--- src/hw/rtl/arp_pkg.sv ---
// ----------------------------------------------------------------------------
// arp_pkg
// types, relocation type codes and result codes of the relocation patch unit
// ----------------------------------------------------------------------------
package arp_pkg;

    // relocation type numbers
    localparam logic [31:0] R_NONE              = 32'd0;
    localparam logic [31:0] R_NONE_ALT          = 32'd256;
    localparam logic [31:0] R_ABS64             = 32'd257;
    localparam logic [31:0] R_ABS32             = 32'd258;
    localparam logic [31:0] R_ABS16             = 32'd259;
    localparam logic [31:0] R_PREL64            = 32'd260;
    localparam logic [31:0] R_PREL32            = 32'd261;
    localparam logic [31:0] R_PREL16            = 32'd262;
    localparam logic [31:0] R_LD_PREL_LO19      = 32'd273;
    localparam logic [31:0] R_ADR_PREL_LO21     = 32'd274;
    localparam logic [31:0] R_ADR_PREL_PG_HI21  = 32'd275;
    localparam logic [31:0] R_ADR_PG_HI21_NC    = 32'd276;
    localparam logic [31:0] R_ADD_ABS_LO12_NC   = 32'd277;
    localparam logic [31:0] R_LDST8_ABS_LO12    = 32'd278;
    localparam logic [31:0] R_TSTBR14           = 32'd279;
    localparam logic [31:0] R_CONDBR19          = 32'd280;
    localparam logic [31:0] R_JUMP26            = 32'd282;
    localparam logic [31:0] R_CALL26            = 32'd283;
    localparam logic [31:0] R_LDST16_ABS_LO12   = 32'd284;
    localparam logic [31:0] R_LDST32_ABS_LO12   = 32'd285;
    localparam logic [31:0] R_LDST64_ABS_LO12   = 32'd286;
    localparam logic [31:0] R_LDST128_ABS_LO12  = 32'd299;

    // store widths
    localparam logic [1:0] SW_NONE = 2'd0;
    localparam logic [1:0] SW_16   = 2'd1;
    localparam logic [1:0] SW_32   = 2'd2;
    localparam logic [1:0] SW_64   = 2'd3;

    // status codes
    localparam logic [1:0] ST_OK    = 2'd0;
    localparam logic [1:0] ST_RANGE = 2'd1;
    localparam logic [1:0] ST_UNSUP = 2'd2;

    localparam logic [63:0] PAGE_MASK = ~64'hfff;
    localparam int IMM_W = 26;

    typedef enum logic [1:0] {
        OP_ABS  = 2'd0,
        OP_PREL = 2'd1,
        OP_PAGE = 2'd2
    } op_t;

    typedef enum logic [2:0] {
        FLD_26  = 3'd0,
        FLD_19  = 3'd1,
        FLD_14  = 3'd2,
        FLD_12  = 3'd3,
        FLD_ADR = 3'd4
    } kind_t;

    typedef struct packed {
        logic       has_op;
        logic       data;
        op_t        op;
        logic [1:0] width;
        logic       chk32;
        logic       chk16;
        logic [3:0] lsb;
        logic [4:0] len;
        kind_t      kind;
        logic [1:0] status;
    } ctrl_t;

    typedef struct packed {
        ctrl_t        ctrl;
        logic [63:0]  sa;
        logic [63:0]  p;
        logic [31:0]  insn;
    } dec_t;

    typedef struct packed {
        ctrl_t        ctrl;
        logic [63:0]  x;
        logic [31:0]  insn;
    } calc_t;

    typedef struct packed {
        logic [63:0] patch_value;
        logic [1:0]  store_width;
        logic [1:0]  status;
    } res_t;

endpackage

--- src/hw/rtl/arp_entry_if.sv ---
// ----------------------------------------------------------------------------
// arp_entry_if
// input channel: one relocation entry per request
// ----------------------------------------------------------------------------
interface arp_entry_if;
    logic        valid;
    logic        ready;
    logic [31:0] cmd;
    logic [63:0] target_value;
    logic [63:0] place_addr;
    logic [31:0] orig_insn;

    modport source (output valid, cmd, target_value, place_addr, orig_insn, input ready);
    modport sink   (input valid, cmd, target_value, place_addr, orig_insn, output ready);
    modport monitor (input valid, ready, cmd, target_value, place_addr, orig_insn);
endinterface

--- src/hw/rtl/arp_result_if.sv ---
// ----------------------------------------------------------------------------
// arp_result_if
// output channel: one patch result per request
// ----------------------------------------------------------------------------
interface arp_result_if;
    logic        valid;
    logic        ready;
    logic [63:0] patch_value;
    logic [1:0]  store_width;
    logic [1:0]  status;

    modport source (output valid, patch_value, store_width, status, input ready);
    modport sink   (input valid, patch_value, store_width, status, output ready);
    modport monitor (input valid, ready, patch_value, store_width, status);
endinterface

--- src/hw/rtl/arp_decode.sv ---
// ----------------------------------------------------------------------------
// arp_decode
// stage 1: decodes the relocation type into operation, field and check controls
// ----------------------------------------------------------------------------
module arp_decode (
    input  logic          clk,
    input  logic          rst_n,
    input  logic          in_valid,
    output logic          in_ready,
    input  logic [31:0]   cmd,
    input  logic [63:0]   target_value,
    input  logic [63:0]   place_addr,
    input  logic [31:0]   orig_insn,
    output logic          out_valid,
    input  logic          out_ready,
    output arp_pkg::dec_t out_data
);
    import arp_pkg::*;

    logic  vld_reg;
    logic  vld_next;
    dec_t  data_reg;
    dec_t  data_next;
    ctrl_t ctrl;
    logic  load;

    always_comb
    begin
        ctrl        = '0;
        ctrl.op     = OP_ABS;
        ctrl.kind   = FLD_12;
        ctrl.width  = SW_NONE;
        ctrl.status = ST_OK;
        unique case (cmd) inside
            R_NONE, R_NONE_ALT:
            begin
            end
            R_ABS64:
            begin
                ctrl.has_op = 1'b1; ctrl.data = 1'b1; ctrl.width = SW_64;
            end
            R_ABS32:
            begin
                ctrl.has_op = 1'b1; ctrl.data = 1'b1; ctrl.width = SW_32; ctrl.chk32 = 1'b1;
            end
            R_ABS16:
            begin
                ctrl.has_op = 1'b1; ctrl.data = 1'b1; ctrl.width = SW_16; ctrl.chk16 = 1'b1;
            end
            R_PREL64:
            begin
                ctrl.has_op = 1'b1; ctrl.data = 1'b1; ctrl.op = OP_PREL; ctrl.width = SW_64;
            end
            R_PREL32:
            begin
                ctrl.has_op = 1'b1; ctrl.data = 1'b1; ctrl.op = OP_PREL;
                ctrl.width = SW_32; ctrl.chk32 = 1'b1;
            end
            R_PREL16:
            begin
                ctrl.has_op = 1'b1; ctrl.data = 1'b1; ctrl.op = OP_PREL;
                ctrl.width = SW_16; ctrl.chk16 = 1'b1;
            end
            R_LD_PREL_LO19, R_CONDBR19:
            begin
                ctrl.has_op = 1'b1; ctrl.op = OP_PREL;
                ctrl.len = 5'd19; ctrl.lsb = 4'd2; ctrl.kind = FLD_19;
            end
            R_ADR_PREL_LO21:
            begin
                ctrl.has_op = 1'b1; ctrl.op = OP_PREL;
                ctrl.len = 5'd21; ctrl.lsb = 4'd0; ctrl.kind = FLD_ADR;
            end
            R_ADR_PREL_PG_HI21:
            begin
                ctrl.has_op = 1'b1; ctrl.op = OP_PAGE; ctrl.chk32 = 1'b1;
                ctrl.len = 5'd21; ctrl.lsb = 4'd12; ctrl.kind = FLD_ADR;
            end
            R_ADR_PG_HI21_NC:
            begin
                ctrl.has_op = 1'b1; ctrl.op = OP_PAGE;
                ctrl.len = 5'd21; ctrl.lsb = 4'd12; ctrl.kind = FLD_ADR;
            end
            R_ADD_ABS_LO12_NC, R_LDST8_ABS_LO12:
            begin
                ctrl.has_op = 1'b1; ctrl.len = 5'd12; ctrl.lsb = 4'd0;
            end
            R_LDST16_ABS_LO12:
            begin
                ctrl.has_op = 1'b1; ctrl.len = 5'd11; ctrl.lsb = 4'd1;
            end
            R_LDST32_ABS_LO12:
            begin
                ctrl.has_op = 1'b1; ctrl.len = 5'd10; ctrl.lsb = 4'd2;
            end
            R_LDST64_ABS_LO12:
            begin
                ctrl.has_op = 1'b1; ctrl.len = 5'd9; ctrl.lsb = 4'd3;
            end
            R_LDST128_ABS_LO12:
            begin
                ctrl.has_op = 1'b1; ctrl.len = 5'd8; ctrl.lsb = 4'd4;
            end
            R_TSTBR14:
            begin
                ctrl.has_op = 1'b1; ctrl.op = OP_PREL;
                ctrl.len = 5'd14; ctrl.lsb = 4'd2; ctrl.kind = FLD_14;
            end
            R_JUMP26, R_CALL26:
            begin
                ctrl.has_op = 1'b1; ctrl.op = OP_PREL;
                ctrl.len = 5'd26; ctrl.lsb = 4'd2; ctrl.kind = FLD_26;
            end
            default:
            begin
                ctrl.status = ST_UNSUP;
            end
        endcase
    end

    assign in_ready = !vld_reg || out_ready;
    assign load     = in_valid && in_ready;
    assign vld_next = load ? 1'b1 : (out_ready ? 1'b0 : vld_reg);

    always_comb
    begin
        data_next.ctrl = ctrl;
        data_next.sa   = target_value;
        data_next.p    = place_addr;
        data_next.insn = orig_insn;
    end

    always_ff @(posedge clk or negedge rst_n)
    begin
        if (!rst_n)
        begin
            vld_reg <= 1'b0;
        end
        else
        begin
            vld_reg <= vld_next;
        end
    end

    always_ff @(posedge clk)
    begin
        if (load)
        begin
            data_reg <= data_next;
        end
    end

    assign out_valid = vld_reg;
    assign out_data  = data_reg;

endmodule

--- src/hw/rtl/arp_calc.sv ---
// ----------------------------------------------------------------------------
// arp_calc
// stage 2: forms the absolute, pc-relative or page-relative value
// ----------------------------------------------------------------------------
module arp_calc (
    input  logic           clk,
    input  logic           rst_n,
    input  logic           in_valid,
    output logic           in_ready,
    input  arp_pkg::dec_t  in_data,
    output logic           out_valid,
    input  logic           out_ready,
    output arp_pkg::calc_t out_data
);
    import arp_pkg::*;

    logic  vld_reg;
    logic  vld_next;
    calc_t data_reg;
    calc_t data_next;
    logic  load;

    always_comb
    begin
        data_next.ctrl = in_data.ctrl;
        data_next.insn = in_data.insn;
        unique case (in_data.ctrl.op)
            OP_PREL: data_next.x = in_data.sa - in_data.p;
            OP_PAGE: data_next.x = (in_data.sa & PAGE_MASK) - (in_data.p & PAGE_MASK);
            default: data_next.x = in_data.sa;
        endcase
    end

    assign in_ready = !vld_reg || out_ready;
    assign load     = in_valid && in_ready;
    assign vld_next = load ? 1'b1 : (out_ready ? 1'b0 : vld_reg);

    always_ff @(posedge clk or negedge rst_n)
    begin
        if (!rst_n)
        begin
            vld_reg <= 1'b0;
        end
        else
        begin
            vld_reg <= vld_next;
        end
    end

    always_ff @(posedge clk)
    begin
        if (load)
        begin
            data_reg <= data_next;
        end
    end

    assign out_valid = vld_reg;
    assign out_data  = data_reg;

endmodule

--- src/hw/rtl/arp_pack.sv ---
// ----------------------------------------------------------------------------
// arp_pack
// stage 3: range check, store formatting and immediate field insert;
// its register is the output register of the block
// ----------------------------------------------------------------------------
module arp_pack (
    input  logic           clk,
    input  logic           rst_n,
    input  logic           in_valid,
    output logic           in_ready,
    input  arp_pkg::calc_t in_data,
    output logic           out_valid,
    input  logic           out_ready,
    output arp_pkg::res_t  out_data
);
    import arp_pkg::*;

    logic             vld_reg;
    logic             vld_next;
    res_t             data_reg;
    res_t             data_next;
    logic             load;
    logic             fit32;
    logic             fit16;
    logic             ovf;
    logic [37:0]      shifted;
    logic [IMM_W-1:0] imm;
    logic [IMM_W-1:0] len_mask;
    logic [31:0]      insn;

    assign fit32 = (&in_data.x[63:31]) || !(|in_data.x[63:31]);
    assign fit16 = (&in_data.x[63:15]) || !(|in_data.x[63:15]);
    assign ovf   = (in_data.ctrl.chk32 && !fit32) || (in_data.ctrl.chk16 && !fit16);

    assign shifted  = in_data.x[37:0] >> in_data.ctrl.lsb;
    assign len_mask = ~({IMM_W{1'b1}} << in_data.ctrl.len);
    assign imm      = shifted[IMM_W-1:0] & len_mask;

    always_comb
    begin
        insn = in_data.insn;
        case (in_data.ctrl.kind)
            FLD_26:  insn[25:0]  = imm[25:0];
            FLD_19:  insn[23:5]  = imm[18:0];
            FLD_14:  insn[18:5]  = imm[13:0];
            FLD_ADR:
            begin
                insn[30:29] = imm[1:0];
                insn[23:5]  = imm[20:2];
            end
            default: insn[21:10] = imm[11:0];
        endcase
    end

    always_comb
    begin
        data_next.patch_value = '0;
        data_next.store_width = in_data.ctrl.width;
        data_next.status      = in_data.ctrl.status;
        if (in_data.ctrl.has_op)
        begin
            if (ovf)
            begin
                data_next.status      = ST_RANGE;
                data_next.store_width = SW_NONE;
            end
            else if (in_data.ctrl.data)
            begin
                case (in_data.ctrl.width)
                    SW_16:   data_next.patch_value = {48'd0, in_data.x[15:0]};
                    SW_32:   data_next.patch_value = {32'd0, in_data.x[31:0]};
                    default: data_next.patch_value = in_data.x;
                endcase
            end
            else
            begin
                data_next.patch_value = {32'd0, insn};
                data_next.store_width = SW_32;
            end
        end
    end

    assign in_ready = !vld_reg || out_ready;
    assign load     = in_valid && in_ready;
    assign vld_next = load ? 1'b1 : (out_ready ? 1'b0 : vld_reg);

    always_ff @(posedge clk or negedge rst_n)
    begin
        if (!rst_n)
        begin
            vld_reg <= 1'b0;
        end
        else
        begin
            vld_reg <= vld_next;
        end
    end

    always_ff @(posedge clk)
    begin
        if (load)
        begin
            data_reg <= data_next;
        end
    end

    assign out_valid = vld_reg;
    assign out_data  = data_reg;

endmodule

--- src/hw/rtl/aarch64_reloc_patch_unit.sv ---
// ----------------------------------------------------------------------------
// aarch64_reloc_patch_unit
// applies one aarch64 rela relocation per request and returns the patch
// ----------------------------------------------------------------------------
// Three-stage pipeline: decode, value calculation (one 64-bit subtract),
// then range check with store formatting or immediate insert. Every request
// gives exactly one result, held in turn by the decode, calc and pack stage
// registers. The sustained rate is one relocation per clock while the result
// channel is ready. Each stage holds its own valid bit; back-pressure on the
// result channel stalls the stages in place, and a request is still taken
// whenever some stage has room. No state survives between requests.
// ----------------------------------------------------------------------------
module aarch64_reloc_patch_unit (
    input logic          clk,
    input logic          rst_n,
    arp_entry_if.sink    entry,
    arp_result_if.source result
);
    import arp_pkg::*;

    logic  dec_valid;
    logic  dec_ready;
    dec_t  dec_data;
    logic  calc_valid;
    logic  calc_ready;
    calc_t calc_data;
    res_t  res_data;

    arp_decode u_decode (
        .clk          (clk),
        .rst_n        (rst_n),
        .in_valid     (entry.valid),
        .in_ready     (entry.ready),
        .cmd          (entry.cmd),
        .target_value (entry.target_value),
        .place_addr   (entry.place_addr),
        .orig_insn    (entry.orig_insn),
        .out_valid    (dec_valid),
        .out_ready    (dec_ready),
        .out_data     (dec_data)
    );

    arp_calc u_calc (
        .clk       (clk),
        .rst_n     (rst_n),
        .in_valid  (dec_valid),
        .in_ready  (dec_ready),
        .in_data   (dec_data),
        .out_valid (calc_valid),
        .out_ready (calc_ready),
        .out_data  (calc_data)
    );

    arp_pack u_pack (
        .clk       (clk),
        .rst_n     (rst_n),
        .in_valid  (calc_valid),
        .in_ready  (calc_ready),
        .in_data   (calc_data),
        .out_valid (result.valid),
        .out_ready (result.ready),
        .out_data  (res_data)
    );

    assign result.patch_value = res_data.patch_value;
    assign result.store_width = res_data.store_width;
    assign result.status      = res_data.status;

endmodule

--- src/flat_wrapper.sv ---
// flat-port wrapper written by rule: the top's interface ports become plain ports
module aarch64_reloc_patch_unit_flat import arp_pkg::*;
  (clk, rst_n, entry_valid, entry_cmd, entry_target_value, entry_place_addr, entry_orig_insn, entry_ready, result_valid, result_patch_value, result_store_width, result_status, result_ready);
  arp_entry_if entry_i ();
  arp_result_if result_i ();
  input logic clk;
  input logic rst_n;
  input wire logic [$bits(entry_i.valid)-1:0] entry_valid;
  input wire logic [$bits(entry_i.cmd)-1:0] entry_cmd;
  input wire logic [$bits(entry_i.target_value)-1:0] entry_target_value;
  input wire logic [$bits(entry_i.place_addr)-1:0] entry_place_addr;
  input wire logic [$bits(entry_i.orig_insn)-1:0] entry_orig_insn;
  output wire logic [$bits(entry_i.ready)-1:0] entry_ready;
  output wire logic [$bits(result_i.valid)-1:0] result_valid;
  output wire logic [$bits(result_i.patch_value)-1:0] result_patch_value;
  output wire logic [$bits(result_i.store_width)-1:0] result_store_width;
  output wire logic [$bits(result_i.status)-1:0] result_status;
  input wire logic [$bits(result_i.ready)-1:0] result_ready;
  assign entry_i.valid = entry_valid;
  assign entry_i.cmd = entry_cmd;
  assign entry_i.target_value = entry_target_value;
  assign entry_i.place_addr = entry_place_addr;
  assign entry_i.orig_insn = entry_orig_insn;
  assign entry_ready = entry_i.ready;
  assign result_valid = result_i.valid;
  assign result_patch_value = result_i.patch_value;
  assign result_store_width = result_i.store_width;
  assign result_status = result_i.status;
  assign result_i.ready = result_ready;
  aarch64_reloc_patch_unit u_core (.clk(clk), .rst_n(rst_n), .entry(entry_i), .result(result_i));
endmodule
--- config.mk ---
export PLATFORM = sky130hd
export DESIGN_NAME = aarch64_reloc_patch_unit_flat
export DESIGN_NICKNAME = d
export VERILOG_FILES = /design/src/hw/rtl/arp_pkg.sv /design/src/hw/rtl/arp_entry_if.sv /design/src/hw/rtl/arp_result_if.sv /design/src/hw/rtl/arp_decode.sv /design/src/hw/rtl/arp_calc.sv /design/src/hw/rtl/arp_pack.sv /design/src/hw/rtl/aarch64_reloc_patch_unit.sv /design/src/flat_wrapper.sv
export SDC_FILE = /design/constraint.sdc
export NUM_CORES = 1
export LEC_CHECK = 0
export ABC_AREA = 1
export BUFFER_PORTS_ARGS = -buffer_cell sky130_fd_sc_hd__buf_2
export CORE_ASPECT_RATIO = 1.75
export CORE_MARGIN = 3
export CORE_UTILIZATION = 47
export CTS_CLUSTER_DIAMETER = 40
export DETAILED_ROUTE_END_ITERATION = 7
export PLACE_DENSITY = 0.66
export SLEW_MARGIN = 20
export SYNTH_ARGS = -nofsm -noshare
export SYNTH_HDL_FRONTEND = slang
export SYNTH_SLANG_ARGS = --single-unit
--- constraint.sdc ---
create_clock -name clk -period 11.1 [get_ports clk]
set_input_delay 1.11 -clock clk [delete_from_list [all_inputs] [get_ports clk]]
set_output_delay 1.11 -clock clk [all_outputs]
set_load 0.005 [all_outputs]
==> load_flow_metrics.sql, run 1 <==
INSERT INTO impl_metrics (metric_group, metric, value, unit) VALUES
('outcome', 'status', 'completed', ''),
('routing', 'drt_iter0_markers', '1498', ''),
('clocking', 'post_cts_resize_count', '0', ''),
('clocking', 'postCtsSetupBuffers', '0', ''),
('clocking', 'clock_insertion_delay_worst_skew', '540', 'ps'),
('grt', 'grt.overflow.total', '0', ''),
('clocking', 'ctsLongestPathBuffers', '3', ''),
('floorplan', 'num_rows', '107', ''),
('routing', 'routed_wire_length_per_instance', '19.3', 'um'),
('floorplan', 'initial_core_util', '0.476', ''),
('final_layout', 'post_route_standard_cell_area_excluding_fillers', '26200', 'um2'),
('clocking', 'cts_tree', 'yes', ''),
('grt', 'grt_start_max_net_pins', '72', ''),
('floorplan', 'top_level_ports', '266', ''),
('routing', 'vias', '21901', ''),
('routing', 'drt_pre_antenna_iters', '6', ''),
('yosys', 'synth_top_cell_area_share', '0.448', ''),
('clocking', 'clkTransAtPathRegs', '60', 'ps'),
('clocking', 'ctsHtreeMaxLevel', '2', ''),
('floorplan', 'core_area', '48700', 'um2'),
('final_layout', 'number_of_filler_instances_in_the_final_layout', '4821', ''),
('critical_path', 'regToRegStartpoint', 'u_core.u_decode.out_data[44]', ''),
('clocking', 'numCtsBuffers', '35', ''),
('routing', 'drt-vias-per-instance', '5.39', ''),
('grt', 'grtUsageMet2', '0.558', ''),
('grt', 'global_routing_s_busiest_layer', 'met2', ''),
('placed_design', 'globalplace.congestion', '0.950', ''),
('timing', 'final_setup_violation_count', '0', ''),
('critical_path', 'timing_worst_setup_path_type', 'reg2reg', ''),
('grt', 'via_count_of_the_first_global_routing_pass', '21469', ''),
('timing', 'fin_crit_sh', '0.327', ''),
('critical_path', 'critical_path_required', '11440', 'ps'),
('grt', 'grt_first_pass_wirelength', '119', 'mm'),
('timing', 'timing.final.hold_violations', '0', ''),
('power', 'p_per_area', '165', 'nW/um2'),
('yosys', 'edff_count_synth', '346', ''),
('final_layout', 'layout_common_cells', '1093 x sky130_fd_sc_hd__nand2_1, 481 x sky130_fd_sc_hd__inv_1, 346 x sky130_fd_sc_hd__edfxtp_1', ''),
('timing', 'slew_headroom', '0.285', ''),
('critical_path', 'crit_fanout', '5', ''),
('timing', 'layout_min_cycle_time', '3630', 'ps'),
('placed_design', 'place.detailed.hpwl', '63.3', 'mm'),
('yosys', 'synth_area_leaders', 'sky130_fd_sc_hd__edfxtp_1 45%, sky130_fd_sc_hd__nand2_1 18%, sky130_fd_sc_hd__inv_1 7.8%, sky130_fd_sc_hd__nand3_1 6.1%, sky130_fd_sc_hd__nor2_1 4.6%', ''),
('timing', 'drv_slew', '0', ''),
('timing', 'fin_hold_ws', '355', 'ps'),
('yosys', 'syn_area', '23200', 'um2'),
('timing', 'max_clock_freq', '276', 'MHz'),
('placed_design', 'port-buffer-count', '256', ''),
('critical_path', 'setup.worst_path.end_class', 'register', ''),
('routing', 'remaining_antenna_violation_count', '0', ''),
('grt', 'number_of_antenna_violations_at_the_first_check_in_global_routing', '0', ''),
('yosys', 'netlist_instances', '3157', ''),
('yosys', 'avgSynthCellArea', '7.35', 'um2'),
('critical_path', 'worst-r2r-cell-count', '15', ''),
('placed_design', 'place.detailed.instances', '4002', ''),
('yosys', 'synth_async_sr_flop_share', '0.00860', ''),
('yosys', 'synthDominantAreaCellType', 'sky130_fd_sc_hd__edfxtp_1', ''),
('job', 'max_cap_violations', '0', ''),
('grt', 'grtUsageMet1', '0.312', ''),
('timing', 'tns', '0', 'ps'),
('yosys', 'synth.yosys.warnings', '0', ''),
('final_layout', 'antennaDiodeCount', '0', ''),
('final_layout', 'layout.nets', '3652', ''),
('grt', 'gr-usage-met3', '0.0279', ''),
('critical_path', 'arrival', '3970', 'ps'),
('min_path', 'hold_path.class', 'in2async', ''),
('final_layout', 'drive_above_1_share', '0.113', ''),
('timing', 'grt_setup_unrepaired', 'no', ''),
('final_layout', 'fin_util', '0.538', ''),
('power', 'power.ir.vdd_worst', '130', 'uV'),
('clocking', 'cts.root.buffer_cell', 'sky130_fd_sc_hd__clkbuf_16', ''),
('final_layout', 'final_common_cell', 'sky130_fd_sc_hd__nand2_1', '');
-- cells by family (layout without fill, tap and decap cells) --
logic type,Yosys count,count (layout),synth area share
simple gates,1839,1839,0.333
compound gates,308,308,0.0769
fa+ha+maj,70,70,0.0384
buf+inv,581,834,0.0967
flops,349,349,0.451
xor+xnor,7,7,0.00264
mux,3,3,0.00129
-- worst max path at each step --
stage	startpoint	to	slack, ps
finish	u_core.u_decode.out_data[44]	u_core.u_calc.out_data[76]	7470
global route	u_core.u_decode.out_data[44]	u_core.u_calc.out_data[76]	7330
CTS	u_core.u_calc.out_data[108]	u_core.u_pack.out_data[26]	7050
detailed placement	u_core.u_calc.out_data[108]	u_core.u_pack.out_data[26]	7070
global placement	u_core.u_calc.out_data[108]	u_core.u_pack.out_data[26]	7130
floorplan	result_ready	u_core.u_decode.out_data[0]	5810
-- metal layers --
layer,vias up,part of all wire
li1,10767,-
met1,10098,0.35
met2,801,0.53
met3,235,0.046
met4,0,0.073
met5,-,0
-- worst max-delay path, cell delays in order, from the launching register on --
cell,delay [ps]
sky130_fd_sc_hd__edfxtp_1,420
sky130_fd_sc_hd__ha_1,290
sky130_fd_sc_hd__inv_1,220
sky130_fd_sc_hd__fa_1,450
sky130_fd_sc_hd__inv_1,180
sky130_fd_sc_hd__o21ai_2,350
sky130_fd_sc_hd__nand2_1,90
sky130_fd_sc_hd__nand2_1,310
sky130_fd_sc_hd__nand2_1,90
sky130_fd_sc_hd__nand2_1,320
sky130_fd_sc_hd__nand2_1,120
sky130_fd_sc_hd__nand3b_1,110
sky130_fd_sc_hd__nand3_1,80
sky130_fd_sc_hd__nand2_1,90
sky130_fd_sc_hd__nor2_1,60
sky130_fd_sc_hd__nor2_1,250
-- synthesized netlist by cell type, types with 11 or more instances --
cell type                  number
sky130_fd_sc_hd__inv_1        484
sky130_fd_sc_hd__a31oi_1       25
sky130_fd_sc_hd__nor2_1       286
sky130_fd_sc_hd__nand2_1     1093
sky130_fd_sc_hd__o211ai_1      32
sky130_fd_sc_hd__clkbuf_1      43
sky130_fd_sc_hd__buf_2         21
sky130_fd_sc_hd__nor2_2        11
sky130_fd_sc_hd__nand3b_1      11
sky130_fd_sc_hd__nor3_1        23
sky130_fd_sc_hd__ha_1          68
sky130_fd_sc_hd__edfxtp_1     346
sky130_fd_sc_hd__nand4_1       74
sky130_fd_sc_hd__o21ai_0       90
sky130_fd_sc_hd__inv_2         13
sky130_fd_sc_hd__a21oi_1      105
sky130_fd_sc_hd__nor4_1        17
sky130_fd_sc_hd__nand3_1      285
sky130_fd_sc_hd__a21boi_0      18
-- registers in the layout (all words and copies together), names as in the netlist --
register and flops:
u_core.u_pack.out_valid 1, u_core.u_decode.out_data 172, u_core.u_calc.out_data 106, u_core.u_calc.out_valid 1, u_core.u_pack.out_data 68, u_core.u_decode.out_valid 1
-- power breakdown --
part	switching, uW	internal (uW)
logic	955	386
registers	137	1700
clock network	508	650
total	1600	2740
-- per-stage QoR --
step / power [uW] / setup slack [ps]
detailed placement: 3190 / 7070
finish: 4340 / 7470
floorplan: 2700 / 5810
global route: 4590 / 7330
CTS: 4360 / 7050
global placement: 3170 / 7130
-- layout make-up --
| type | instances | area, um2 | area share |
|---|---|---|---|
| multi-input cells | 2227 | 10500 | 0.401 |
| repair buffers | 273 | 1420 | 0.0540 |
| clock buffers | 41 | 920 | 0.0351 |
| well taps | 654 | 818 | 0.0312 |
| clock inverters | 20 | 201 | 0.00768 |
| inverters | 500 | 1890 | 0.0719 |
| flip-flops and latches | 349 | 10500 | 0.399 |
No activity file was read; power rests on OpenSTA's default activity.
==> run 2, diff against run 1 <==
- PLACE_DENSITY: 0.66 -> 0.69
- clock period: 11.1 -> 3 ns (I/O delays scaled with it)
==> run 2 against run 1 <==
  * Critical endpoint is now u_core.u_calc.out_data[93]
  * Worst setup slack worse by 7300 ps
  * Sequential share of layout area fell by 2.8 points
  * Combinational power grew to 3.9 times the previous value
==> load_flow_metrics.sql, run 2 (synthesis gave the netlist of run 1 again) <==
INSERT INTO impl_metrics (metric_group, metric, value, unit) VALUES
('routing', 'routed_wire_length_per_instance', '18.1', 'um'),
('floorplan', 'die_h', '300', 'um'),
('timing', 'fin_hold_ws', '80.5', 'ps'),
('critical_path', 'worst-r2r-cell-count', '14', ''),
('timing', 'fin_crit_sh', '0.931', ''),
('clocking', 'numCtsBuffers', '38', ''),
('timing', 'drv_slew', '0', ''),
('floorplan', 'floorplan.die.width', '174', 'um'),
('critical_path', 'arrival', '3090', 'ps'),
('final_layout', 'area.growth.synth_to_final', '21.4', '%'),
('floorplan', 'core_area', '48700', 'um2'),
('power', 'cellLeakagePower', '0.0134', 'uW'),
('placed_design', 'place_worst_setup_slack', '290', 'ps'),
('min_path', 'hold_path.class', 'in2reg', ''),
('clocking', 'clkTransAtPathRegs', '60', 'ps'),
('floorplan', 'initial_core_util', '0.476', ''),
('clocking', 'ctsHtreeMaxLevel', '2', ''),
('timing', 'layout_min_cycle_time', '2790', 'ps'),
('routing', 'remaining_antenna_violation_count', '0', ''),
('critical_path', 'path_common_cell', 'sky130_fd_sc_hd__nand2_1', ''),
('critical_path', 'crit_fanout', '7', ''),
('critical_path', 'critical_path_required', '3290', 'ps'),
('final_layout', 'fin_util', '0.578', ''),
('critical_path', 'cpLargestDelayFamily', 'simple AND/OR/NAND/NOR gates', ''),
('routing', 'drt_iter0_markers', '1576', ''),
('critical_path', 'start_kind', 'register', ''),
('critical_path', 'crit_slowest_cell', 'sky130_fd_sc_hd__ha_1', ''),
('routing', 'vias', '22546', ''),
('final_layout', 'layout.nets', '3845', ''),
('critical_path', 'worstSetupPathDepth', '14', ''),
('critical_path', 'setup.worst_path.end_class', 'register', ''),
('final_layout', 'final_common_cell', 'sky130_fd_sc_hd__nand2_1', ''),
('timing', 'max_clock_freq', '358', 'MHz'),
('routing', 'route.final.wire_length', '77.1', 'mm'),
('grt', 'number_of_antenna_violations_at_the_first_check_in_global_routing', '2', ''),
('critical_path', 'worstSetupStartpoint', 'u_core.u_decode.out_data[140]', ''),
('grt', 'grt.overflow.total', '0', ''),
('floorplan', 'top_level_ports', '266', ''),
('final_layout', 'multi_input_area', '10500', 'um2'),
('grt', 'global_route.usage.total', '0.290', ''),
('final_layout', 'largest_register_ffs', '172', ''),
('critical_path', 'regToRegStartpoint', 'u_core.u_decode.out_data[140]', ''),
('clocking', 'cts.root.buffer_cell', 'sky130_fd_sc_hd__clkbuf_16', ''),
('timing', 'timing.final.hold_violations', '0', ''),
('power', 'p_per_area', '580', 'nW/um2'),
('final_layout', 'number_of_filler_instances_in_the_final_layout', '4733', ''),
('routing', 'remaining_drc_errors', '0', ''),
('power', 'power.ir.vdd_worst', '520', 'uV'),
('clocking', 'ctsLongestPathBuffers', '3', ''),
('final_layout', 'sequential_cell_area', '10500', 'um2'),
('critical_path', 'max_stage_delay', '490', 'ps'),
('final_layout', 'layout_common_cells', '1092 x sky130_fd_sc_hd__nand2_1, 481 x sky130_fd_sc_hd__inv_1, 346 x sky130_fd_sc_hd__edfxtp_1', ''),
('clocking', 'cts_num_sinks', '349', ''),
('clocking', 'clock_insertion_delay_worst_skew', '540', 'ps'),
('timing', 'final_setup_violation_count', '0', ''),
('job', 'max_cap_violations', '0', ''),
('placed_design', 'place.detailed.hpwl', '59.4', 'mm'),
('placed_design', 'globalplace.congestion', '1.06', ''),
('placed_design', 'port-buffer-count', '256', ''),
('critical_path', 'timing_worst_setup_path_type', 'reg2reg', ''),
('clocking', 'postCtsSetupBuffers', '0', ''),
('floorplan', 'num_rows', '107', ''),
('clocking', 'cts_tree', 'yes', ''),
('timing', 'grt_setup_unrepaired', 'no', ''),
('grt', 'grt_start_max_net_pins', '107', ''),
('critical_path', 'timing.critical_path.to', 'u_core.u_calc.out_data[93]', ''),
('min_path', 'timing.hold.worst.start', 'result_ready', ''),
('final_layout', 'drive_above_1_share', '0.119', ''),
('timing', 'worst_slew_pin_slew', '892', 'ps'),
('timing', 'setup_ws_post_layout', '208', 'ps'),
('grt', 'grt_first_pass_wirelength', '117', 'mm'),
('critical_path', 'worstReg2RegEnd', 'u_core.u_calc.out_data[93]', ''),
('timing', 'finalClockSkew', '16.3', 'ps'),
('timing', 'slew_headroom', '0.405', ''),
('critical_path', 'setup.reg_to_reg.worst_slack', '210', 'ps'),
('routing', 'drt-vias-per-instance', '5.29', ''),
('outcome', 'status', 'completed', ''),
('grt', 'via_count_of_the_first_global_routing_pass', '21902', ''),
('routing', 'drt_pre_antenna_iters', '8', ''),
('timing', 'tns', '0', 'ps'),
('floorplan', 'area_of_the_die', '52200', 'um2'),
('critical_path', 'critical_path.cell_chain', 'ha_1 -> nand2_1 -> nor2_1 -> inv_1 -> nor2_2 -> nand2_1 -> nor2_1 -> nand2_1 -> nand2_1 -> nand2_1 -> nand3_1 -> nand2_1 -> nand2_1 -> nand2_1', ''),
('critical_path', 'critPathBufInv', '1', '');
[run 2: changes by cell type in the layout (fill, tap and decap cells not counted), sizes merged]
cell         delta
dlygate4sd3   +153
buf            +37
clkinv          +3
bufinv          -2
clkbuf          +2
clkinvlp        +2
diode           +2
inv             +2
[run 2: worst min-delay path by stage]
stage          slack, ps  cells after the start                       to
2_1_floorplan          4                      0  u_core.u_calc.out_valid
3_3_place_gp         100                      1  u_core.u_pack.out_valid
3_5_place_dp         100                      1  u_core.u_pack.out_valid
4_1_cts               50                      2  u_core.u_pack.out_valid
5_1_grt               80                      2  u_core.u_pack.out_valid
6_report              80                      4  u_core.u_pack.out_valid
[run 2: layer usage]
metal / vias up / GRT usage / wire length [um]
met1: 10263 / 0.304 / 26900
met2: 853 / 0.540 / 40100
met3: 265 / 0.0302 / 4100
li1: 11165 / - / -
met5: - / 0 / 0
met4: 0 / 0.197 / 6030
[run 2: cell type report]
| class | count | area share |
|---|---|---|
| multi-input cells | 2227 | 0.373 |
| flip-flops and latches | 349 | 0.371 |
| repair buffers | 463 | 0.117 |
| inverters | 500 | 0.0668 |
| clock buffers | 43 | 0.0344 |
| well taps | 654 | 0.0290 |
| clock inverters | 25 | 0.00781 |
| diodes | 2 | 0.000178 |
[run 2: per-stage QoR]
stage	power, uW	cells	area (um2)
after floorplan	9960	3157	23200
after detailed placement	11800	4040	25500
after global placement	11700	4040	25500
after global routing	17300	4263	28200
after CTS	16400	4261	28200
final	16400	4263	28200
[run 2: what timing repair did]
action                     CTS  global route
hold buffers               153             0
setup endpoints to repair    0             2
hold endpoints to repair   155             0
gates resized for setup      0             2
[run 2: tightest hold or removal path, stage by stage]
cell and delay, ps:
sky130_fd_sc_hd__buf_2 80, sky130_fd_sc_hd__inv_1 60, sky130_fd_sc_hd__nand2_1 80, sky130_fd_sc_hd__nand2_1 50
[run 2: power breakdown]
part           internal, uW  switching (uW)  total (uW)
clock network          2400            2010        4410
logic                  1660            3540        5200
registers              6290             452        6750
